**src/design/sar_pkg.sv**
```systemverilog
// Shared types, codes and character classes for the shell argument requoter.
package sar_pkg;

  // Input item kinds
  localparam logic KIND_CHAR = 1'b0;
  localparam logic KIND_EOS  = 1'b1;

  // Result kinds
  localparam logic [1:0] RES_BYTE = 2'd0;
  localparam logic [1:0] RES_EOA  = 2'd1;
  localparam logic [1:0] RES_EOL  = 2'd2;

  // Characters with a role of their own
  localparam logic [7:0] CH_SQUOTE    = 8'h27;
  localparam logic [7:0] CH_DQUOTE    = 8'h22;
  localparam logic [7:0] CH_BACKSLASH = 8'h5C;
  localparam logic [7:0] CH_NEWLINE   = 8'h0A;

  // Most results a single input item can cause
  localparam int unsigned MAX_RESULTS = 3;

  typedef struct packed {
    logic       item_kind;
    logic [7:0] char_byte;
  } in_item_t;

  typedef struct packed {
    logic [1:0] result_kind;
    logic [7:0] out_byte;
    logic       last_of_run;
  } out_item_t;

  // Unquoted whitespace: tab through carriage return, and space
  function automatic logic is_space(input logic [7:0] c);
    return c inside {[8'd9:8'd13], 8'd32};
  endfunction

  // Characters that get a backslash inside quotes; the core handles a quoted newline first
  function automatic logic is_special(input logic [7:0] c);
    return c inside {8'h22, 8'h21, 8'h23, 8'h24, 8'h26, 8'h2A, 8'h28, 8'h29,
                     8'h5C, 8'h7C, 8'h5B, 8'h5D, 8'h7B, 8'h7D, 8'h3C, 8'h3E,
                     8'h3F, 8'h27, 8'h60, 8'h7E, 8'h5E, 8'h3B, 8'h20, 8'h09,
                     8'h0A};
  endfunction

endpackage

```
**src/design/shell_argument_requoter_core.sv**
```systemverilog
// Shell argument requoter: splits a byte stream into requoted arguments.
// The results of an item pass through the run register and then the output register.
// Items are taken one per cycle while each gives at most one result and the output is
// not stalled; an item that gives several results holds the next item until the single
// output register has drained its run, one result per cycle while not stalled.
// Reset clears the quote and argument flags, the result run and the output.
module shell_argument_requoter_core
  import sar_pkg::*;
(
  input  logic      clk,
  input  logic      rst_n,
  input  logic      in_valid,
  output logic      in_stall,
  input  in_item_t  in_data,
  output logic      out_valid,
  input  logic      out_stall,
  output out_item_t out_data
);

  // Parsing state
  logic sq_r, sq_nxt;
  logic dq_r, dq_nxt;
  logic esc_r, esc_nxt;
  logic in_arg_r, in_arg_nxt;
  logic seen_r, seen_nxt;

  // Result run waiting to drain, and the output register
  out_item_t   run_r [MAX_RESULTS];
  out_item_t   run_nxt [MAX_RESULTS];
  logic [1:0]  cnt_r, cnt_nxt;
  logic [1:0]  idx_r, idx_nxt;
  logic        out_valid_r, out_valid_nxt;
  out_item_t   out_data_r, out_data_nxt;

  logic        in_fire;
  logic        out_load;
  logic        run_busy;
  logic        run_last;
  logic        drain;

  // Step results for the incoming item
  logic [1:0]  n_res;
  logic [1:0]  rk [MAX_RESULTS];
  logic [7:0]  rb [MAX_RESULTS];
  logic [7:0]  c;

  // Handshake
  assign run_busy = (cnt_r != 2'd0);
  assign run_last = (idx_r == cnt_r - 2'd1);
  assign out_load = !out_valid_r || !out_stall;
  assign drain    = run_busy && out_load;
  assign in_stall = run_busy && !(run_last && out_load);
  assign in_fire  = in_valid && !in_stall;
  assign c        = in_data.char_byte;

  // Decode one item: results and next flags
  always_comb begin
    sq_nxt     = sq_r;
    dq_nxt     = dq_r;
    esc_nxt    = esc_r;
    in_arg_nxt = in_arg_r;
    seen_nxt   = seen_r;
    n_res      = 2'd0;
    for (int i = 0; i < MAX_RESULTS; i++) begin
      rk[i] = RES_BYTE;
      rb[i] = 8'd0;
    end
    if (in_data.item_kind == KIND_EOS) begin
      if (in_arg_r || !seen_r) begin
        rk[0] = RES_EOA;
        rk[1] = RES_EOL;
        n_res = 2'd2;
      end else begin
        rk[0] = RES_EOL;
        n_res = 2'd1;
      end
      sq_nxt     = 1'b0;
      dq_nxt     = 1'b0;
      esc_nxt    = 1'b0;
      in_arg_nxt = 1'b0;
      seen_nxt   = 1'b0;
    end else if (esc_r) begin
      rb[0]   = c;
      n_res   = 2'd1;
      esc_nxt = 1'b0;
    end else if (is_space(c) && !sq_r && !dq_r) begin
      if (in_arg_r) begin
        rk[0]      = RES_EOA;
        n_res      = 2'd1;
        in_arg_nxt = 1'b0;
        seen_nxt   = 1'b1;
      end
    end else if (c == CH_BACKSLASH && !sq_r) begin
      in_arg_nxt = 1'b1;
      rb[0]      = CH_BACKSLASH;
      n_res      = 2'd1;
      esc_nxt    = 1'b1;
    end else if (sq_r || dq_r) begin
      if (sq_r && c == CH_SQUOTE) begin
        sq_nxt = 1'b0;
      end else if (!sq_r && c == CH_DQUOTE) begin
        dq_nxt = 1'b0;
      end else if (c == CH_NEWLINE) begin
        rb[0] = CH_SQUOTE;
        rb[1] = CH_NEWLINE;
        rb[2] = CH_SQUOTE;
        n_res = 2'd3;
      end else if (is_special(c)) begin
        rb[0] = CH_BACKSLASH;
        rb[1] = c;
        n_res = 2'd2;
      end else begin
        rb[0] = c;
        n_res = 2'd1;
      end
    end else begin
      in_arg_nxt = 1'b1;
      if (c == CH_SQUOTE) begin
        sq_nxt = 1'b1;
      end else if (c == CH_DQUOTE) begin
        dq_nxt = 1'b1;
      end else begin
        rb[0] = c;
        n_res = 2'd1;
      end
    end
  end

  // Advance the run: drain one result, load a new run on a transfer that gives results
  always_comb begin
    cnt_nxt = cnt_r;
    idx_nxt = idx_r;
    for (int i = 0; i < MAX_RESULTS; i++) begin
      run_nxt[i] = run_r[i];
    end
    if (drain) begin
      if (run_last) begin
        cnt_nxt = 2'd0;
        idx_nxt = 2'd0;
      end else begin
        idx_nxt = idx_r + 2'd1;
      end
    end
    if (in_fire && n_res != 2'd0) begin
      cnt_nxt = n_res;
      idx_nxt = 2'd0;
      for (int i = 0; i < MAX_RESULTS; i++) begin
        run_nxt[i].result_kind = rk[i];
        run_nxt[i].out_byte    = rb[i];
        run_nxt[i].last_of_run = (2'(i) == n_res - 2'd1);
      end
    end
  end

  // Load the output register from the head of the run
  always_comb begin
    out_valid_nxt = out_valid_r;
    out_data_nxt  = out_data_r;
    if (out_load) begin
      out_valid_nxt = run_busy;
      out_data_nxt  = run_r[idx_r];
    end
  end

  // Control registers
  always_ff @(posedge clk) begin
    if (!rst_n) begin
      sq_r        <= 1'b0;
      dq_r        <= 1'b0;
      esc_r       <= 1'b0;
      in_arg_r    <= 1'b0;
      seen_r      <= 1'b0;
      cnt_r       <= 2'd0;
      idx_r       <= 2'd0;
      out_valid_r <= 1'b0;
    end else begin
      if (in_fire) begin
        sq_r     <= sq_nxt;
        dq_r     <= dq_nxt;
        esc_r    <= esc_nxt;
        in_arg_r <= in_arg_nxt;
        seen_r   <= seen_nxt;
      end
      cnt_r       <= cnt_nxt;
      idx_r       <= idx_nxt;
      out_valid_r <= out_valid_nxt;
    end
  end

  // Payload registers
  always_ff @(posedge clk) begin
    for (int i = 0; i < MAX_RESULTS; i++) begin
      run_r[i] <= run_nxt[i];
    end
    out_data_r <= out_data_nxt;
  end

  assign out_valid = out_valid_r;
  assign out_data  = out_data_r;

endmodule

```
**config.mk**
```make
export PLATFORM = sky130hd
export DESIGN_NAME = shell_argument_requoter_core
export DESIGN_NICKNAME = d
export VERILOG_FILES = /design/src/design/sar_pkg.sv /design/src/design/shell_argument_requoter_core.sv
export SDC_FILE = /design/constraint.sdc
export NUM_CORES = 1
export LEC_CHECK = 0
export BUFFER_PORTS_ARGS = -buffer_cell sky130_fd_sc_hd__buf_4
export CORE_ASPECT_RATIO = 1.75
export CORE_UTILIZATION = 63
export CTS_CLUSTER_DIAMETER = 60
export DETAILED_ROUTE_END_ITERATION = 12
export PLACE_DENSITY_LB_ADDON = 0.25
export SYNTH_ARGS = -nofsm -noshare
export SYNTH_HDL_FRONTEND = slang
export SYNTH_SLANG_ARGS = --single-unit
export TNS_END_PERCENT = 10
```
**constraint.sdc**
```tcl
create_clock -name clk -period 5.7 [get_ports clk]
set_input_delay 0 -clock clk [delete_from_list [all_inputs] [get_ports clk]]
set_output_delay 0 -clock clk [all_outputs]
set_load 0.1 [all_outputs]
```
==> impl_results.md, run 1 <==
- Outcome: finished clean
- Max-Cap Viols: 0
- Worst-Skew Late Latency: 0.29 ns
- Worst Path Max Fanout: 23
- GPL Wtd Cong: 0.909
- Die W: 49.3 µm
- R2r startpoint: idx_r[0]
- Hold path depth: 2
- Detailed Route Iter0 Violations: 43
- Total number of vias: 1803
- Drt total wl: 4.53 mm
- Synth Instances: 236
- Max rail drop VDD: 0.000207 V
- HP Start: in_data[8]
- Hold WC Path Type: in -> reg
- FF-to-FF setup slack: 3.39 ns
- Post-synth ARST share: 0%
- Largest net degree at the start of global routing: 24
- Number of global-route vias before repair: 1689
- IO Count: 26
- Area share of the largest cell type after synthesis: 41.5%
- Main synth FF type: edfxtp_1
- Final setup vio count: 0
- PortBufs: 25
- Clock sinks: 44
- Max Buffers Root-to-Sink: 2
- Hold WS: 0.0495 ns
- Multi-input gate area: 0.00115 mm²
- Top post-synthesis cells by area: edfxtp_1, dfxtp_1, mux2i_1, a21oi_1, nor2_1
- Leakage: 1.05 nW
- Layout cells sized above 1: 18.6%
- Clk root buf: clkbuf_8
- Worst clock skew: 0.00324 ns
- Fmax: 0.434 GHz
- Total core area: 0.00366 mm²
- Total CTS buffers: 5
- Fin crit period: 2.31 ns
- Final net count: 272
- Final hold viol count: 0
- Worst slew margin: 52.4%
- Most area-hungry cell type in the Yosys netlist: edfxtp_1
- Total Power: 0.834 mW
- Tot GR Track Use: 23.6%
- Worst EP arrival: 2.28 ns
- Setup crit end kind: register
- Htree depth: 2
- # DRC: 0
- Initial Util: 67.2%
- Post-synth EDFFs: 34
- First-pass GRT wire length: 7.47 mm
- Placed Cells incl. Taps: 295
- Post-DRT Antenna Nets: 0
- Register Area: 0.00122 mm²
- Via density: 5.93
- Power per cell area: 301 mW/mm²
- CP required: 5.67 ns
- Die area: 0.00417 mm²
- Remaining global-route overflow: 0
- Avg Synthesized Cell Area: 10.4 µm²
- Max-slew violations: 0
- Tightest Pin Transition: 0.713 ns
- WL per Instance: 14.9 µm
- Fin cells: 304
- Initial antenna violation count: 0
- Worst setup SP type: register
- WS Path Type: reg -> reg
- Post-DP HPWL: 3.35 mm
- Final TNS setup: 0 ns
- Cell Area, Synth: 0.00246 mm²
- Area Growth Syn to Fin: 12.7%
- Tcrit/Tclk final: 40.5%
- Synthesis-stage register bit count: 44
- Post-Synthesis Net Count: 251
- Antenna diode count: 0
- Rows: 29
- R2R cell count: 6
- RSZ-0062 raised after global routing: false
- Fillers: 267
- Worst Hold End: seen_r
- Yosys cell types: 60
- Clock slew at reported path FFs: 0.08 ns
- Ys Warns: 0
- R2r endpoint: run_r[1][4]
- CTS tree: yes
- DR pass1 iterations: 4
- DIE HEIGHT: 84.7 µm
- CTS-repair resized insts: 0
- Seq/Total Area, Yosys: 49.6%
[synthesized netlist by cell type (2+ instances only)]
library cell / number
dfxtp_1: 10
a311oi_1: 2
clkbuf_2: 2
nor2b_1: 4
buf_2: 6
ha_1: 2
o21a_1: 2
mux2i_1: 10
and2b_1: 2
and4b_1: 2
and2_1: 11
nor2_1: 22
nand2b_1: 7
o21bai_1: 3
and3_1: 2
o21ai_0: 8
a21o_1: 4
edfxtp_1: 34
nand3_1: 3
xor2_1: 2
nand3b_1: 4
a21oi_1: 17
clkbuf_1: 4
nor4b_2: 3
a31oi_1: 4
nand2_1: 11
nor3_1: 10
inv_1: 9
nand4b_1: 2
or2_2: 4
[where the power goes]
part	leakage (nW)	total [mW]	internal, mW	switching [mW]
clock	0.0552	0.226	0.130	0.0962
sequential	0.428	0.394	0.380	0.0135
combinational	0.571	0.214	0.0545	0.160
total	1.05	0.834	0.565	0.269
[metal layers]
layer / vias to the layer above / GRT usage [%] / wire length [µm]
li1: 918 / - / -
met1: 835 / 25.7 / 1810
met2: 39 / 41.6 / 2460
met3: 11 / 4.53 / 132
met4: 0 / 13.1 / 124
met5: - / 0 / 0
[per-stage QoR]
step / area (µm²) / setup WS (ns) / utilization (%)
final: 2770 / 3.39 / 75.7
after global routing: 2770 / 3.14 / 75.7
after CTS: 2770 / 3.38 / 75.7
after detailed placement: 2660 / 3.40 / 72.5
after global placement: 2660 / 3.47 / 72.5
after floorplan: 2460 / 1.49 / -
[cells by family after synthesis]
family,after synthesis,share of synthesized area [%]
multiplexers,11,4.52
flip-flops,44,49.6
adder cells (fa/ha/maj),2,1.02
XOR/XNOR,3,1.07
other,1,0.152
AO/OA/AOI/OAI,54,15.1
buffers and inverters,22,3.76
AND/OR/NAND/NOR,99,24.7
[registers in the layout (all words and copies together) (netlist names)]
signal     cells
cnt_r          2
esc_r          1
out_data      11
idx_r          2
sq_r           1
dq_r           1
out_valid      1
run_r         23
seen_r         1
in_arg_r       1
[cell type report]
cell class,instances,share of cell area (%)
Sequential cell,44,44.0
Multi-Input combinational cell,170,41.4
Timing Repair Buffer,27,7.40
Clock buffer,6,2.62
Tap cell,46,2.07
Clock inverter,2,1.26
Inverter,9,1.22
[critical path: stages (launching register included)]
cell and delay (ns):
dfxtp_1 0.79, xor2_1 0.23, a31oi_1 0.16, nand2b_1 0.23
a21o_1 0.19, nor2_1 0.10, buf_4 0.29
[worst max-delay path by stage]
stage | start | end | slack, ns | depth (start not counted)
global route | idx_r[0] | run_r[1][7] | 3.14 | 6
CTS | idx_r[0] | run_r[1][7] | 3.38 | 6
detailed placement | idx_r[0] | run_r[1][7] | 3.40 | 6
global placement | idx_r[0] | run_r[1][5] | 3.47 | 6
finish | idx_r[0] | run_r[1][4] | 3.39 | 6
floorplan | out_valid | run_r[0][0] | 1.49 | 5
[cell usage in the layout, fill, tap and decap left out, types with 3 or more instances in the layout]
cell type / instances
o21bai_1: 3
nand2b_1: 7
nand2_1: 11
dfxtp_1: 10
a21o_1: 4
a21oi_1: 17
nand3_1: 3
inv_1: 9
nor2_1: 22
nand3b_1: 4
or2_2: 4
mux2i_1: 10
a31oi_1: 4
nor4b_2: 3
nor2b_1: 4
and2_1: 11
o21ai_0: 8
edfxtp_1: 34
clkbuf_8: 5
buf_4: 26
nor3_1: 10
[what timing repair did]
item | CTS | global route
hold endpoints to repair | 1 | 0
hold buffers | 1 | 0
setup buffers | 0 | 0
No activity file was read; power rests on OpenSTA's default activity.
==> run 2: changes to the inputs <==
CORE_UTILIZATION = 58   (was 63)
clock period = 2.3 ns   (was 5.7 ns; I/O delays follow)
==> run 2 against run 1 <==
  * Sequential share of layout area is 1.4 points lower
  * Wire length is 20% higher
  * Critical endpoint is now run_r[2][0]
  * Register-to-register slack worse by 3.3 ns
  * Setup slack worse by 3.3 ns
  * Clock power grew to 2.6 times the previous value
  * Design area is 3.8% higher
  * Flip-flop and latch count stayed put
  * Critical path depth is 1 higher
==> impl_results.md, run 2 (same netlist as run 1, synthesis figures left out) <==
- Outcome: finished clean
- Fmax: 0.453 GHz (+4.6%)
- Design area: 0.00288 mm² (+3.8%)
- Met1 wire length: 2.06 mm (+14%)
- DR pass1 iterations: 4 (unchanged)
- Worst slew margin: 55.1% (+2.7 points)
- Pint: 1.42 mW (+150%)
- RSZ-0062 raised after global routing: true
- Die W: 51.3 µm (+4.0%)
- Logic pwr share: 27.2% (+1.5 points)
- Final setup vio count: 0 (unchanged)
- Post-DP HPWL: 3.94 mm (+18%)
- Buf/Inv on CP: 1 (unchanged)
- Largest net degree at the start of global routing: 24 (unchanged)
- Tcrit/Tclk final: 95.9% (+55 points)
- Hold path depth: 4 (+2)
- Worst EP arrival: 2.15 ns (-0.13 ns)
- Crit-path cells: inv_2 > ha_4 > xor2_2 > a31oi_4 > nand2b_4 > a21o_1 > nor2_2
- Die area: 0.00452 mm² (+8.3%)
- CTS tree: yes
- Total Power: 2.13 mW (+160%)
- Layout cells sized above 1: 23.9% (+5.3 points)
- Metal3 WL: 191 µm (+45%)
- Clock network power share: 27.3% (+0.2 points)
- Utilization after layout: 70.0% (-5.7 points)
- Worst clock skew: 0.00462 ns (+0.00138 ns)
- Uppermost layer routed: met4
- Routed length on met2: 3.10 mm (+26%)
- DP Worst Slack: 0.0979 ns (-3.30 ns)
- Worst-Skew Late Latency: 0.30 ns (about the same)
- Detailed Route Iter0 Violations: 54 (+26%)
- Total CTS buffers: 5 (unchanged)
- Power per cell area: 741 mW/mm² (+150%)
- Initial Util: 59.9% (-7.3 points)
- P_sw: 0.715 mW (+170%)
- Post-DRT Antenna Nets: 0 (unchanged)
- Total number of vias: 1937 (+7.4%)
- Largest register FFs: 23 (unchanged)
- GPL Wtd Cong: 0.882 (-3.0%)
- Remaining global-route overflow: 0 (unchanged)
- Hold WC Path Type: in -> reg
- Leakage: 1.09 nW (+3.4%)
- DIE HEIGHT: 88.2 µm (+4.1%)
- Seq pwr share: 45.5% (-1.7 points)
- Rows: 31 (+6.9%)
- Clk root buf: clkbuf_8
- Placed Cells incl. Taps: 303 (+2.7%)
- Via density: 6.19 (+4.3%)
- CTS-repair resized insts: 0 (unchanged)
- Final TNS setup: 0 ns (unchanged)
- Most common cell after layout, fill and taps aside: edfxtp_1
- Tightest Pin Transition: 0.669 ns (-0.0448 ns)
- Max rail drop VDD: 0.000489 V (+140%)
- Setup crit end kind: register
- Fin cells: 313 (+3.0%)
- Postcts setup bufs: 0 (unchanged)
- Area Growth Syn to Fin: 16.9%
- Post-DP Area: 0.00276 mm² (+3.7%)
- Final net count: 278 (+2.2%)
- Multi-input gate area: 0.00121 mm² (+5.1%)
- R2R cell count: 7 (+1)
- Tot GR Track Use: 25.7% (+2.1 points)
- Most frequent cells in the layout: edfxtp_1, buf_4, nor2_1, a21oi_1, and2_1
- Max-slew violations: 0 (unchanged)
- Crit path depth: 7 (+1)
- Fillers: 323 (+21%)
- CP max-delay cell: nor2_2
- Htree depth: 2 (unchanged)
- Clock slew at reported path FFs: 0.08 ns (about the same)
- CP required: 2.24 ns (-3.43 ns)
- Total core area: 0.00411 mm² (+12%)
- Biggest register: run_r
- WL per Instance: 17.4 µm (+17%)
- Switching share of power: 33.5% (+1.2 points)
- Worst Path Max Fanout: 11 (-52%)
- PortBufs: 25 (unchanged)
- IO Count: 26 (unchanged)
- Final worst setup slack: 0.0943 ns (-3.30 ns)
- Initial antenna violation count: 0 (unchanged)
- Max-Cap Viols: 0 (unchanged)
- Number of global-route vias before repair: 1776 (+5.2%)
- Register Area: 0.00123 mm² (+0.41%)
- Final hold viol count: 0 (unchanged)
- Antenna diode count: 0 (unchanged)
- Worst setup SP type: register
- First-pass GRT wire length: 8.50 mm (+14%)
- # DRC: 0 (unchanged)
- WS Path Type: reg -> reg
- Fin crit period: 2.21 ns (-0.101 ns)
- Hold WS: 0.0133 ns (-0.0361 ns)
- Max Buffers Root-to-Sink: 2 (unchanged)
- Drt total wl: 5.44 mm (+20%)
- Clock sinks: 44 (unchanged)
- Max incr delay on CP: 0.46 ns (-0.33 ns)
- Cell family with most CP delay: simple AND/OR/NAND/NOR gates
## run 2: changes by cell type in the layout (fill, tap and decap cells not counted), sizes merged
cell,change
buf,+5
nor2,+1
## run 2: routing by layer
| layer | GRT usage [%] | vias to the layer above |
|---|---|---|
| li1 | - | 928 |
| met1 | 29.2 | 939 |
| met2 | 48.7 | 60 |
| met3 | 3.13 | 10 |
| met4 | 8.11 | 0 |
| met5 | 0 | - |
## run 2: area by class of cell
| type | instances | share of cell area, % |
|---|---|---|
| Sequential cell | 44 | 42.6 |
| Multi-Input combinational cell | 171 | 41.9 |
| Timing Repair Buffer | 32 | 8.43 |
| Clock buffer | 6 | 2.52 |
| Tap cell | 49 | 2.13 |
| Clock inverter | 2 | 1.22 |
| Inverter | 9 | 1.17 |
## run 2: final timing paths
kind	slack [ns]	to	start
worst max-delay path	0.09	run_r[2][0]	cnt_r[0]
worst min-delay path	0.01	esc_r	in_valid
worst max register to register	0.09	run_r[2][0]	cnt_r[0]
worst min register to register	0.50	dq_r	dq_r
## run 2: worst min-delay path, stage by stage
cell and delay (ns):
buf_4 0.10, nand2b_4 0.06, nand2_1 0.06, a21oi_1 0.05
## run 2: power by group through the flow
| stage | Combinational, mW | Clock, mW | Sequential [mW] |
|---|---|---|---|
| after floorplan | 0.211 | 0 | 1.22 |
| after global placement | 0.561 | 0 | 0.982 |
| after detailed placement | 0.574 | 0 | 0.989 |
| after CTS | 0.577 | 0.585 | 0.971 |
| after global routing | 0.610 | 0.613 | 0.977 |
| final | 0.582 | 0.582 | 0.970 |
## run 2: what timing repair did
item	in CTS	in global routing
hold buffers	1	0
endpoints found under the hold margin	1	0
endpoints found under the setup margin	0	23
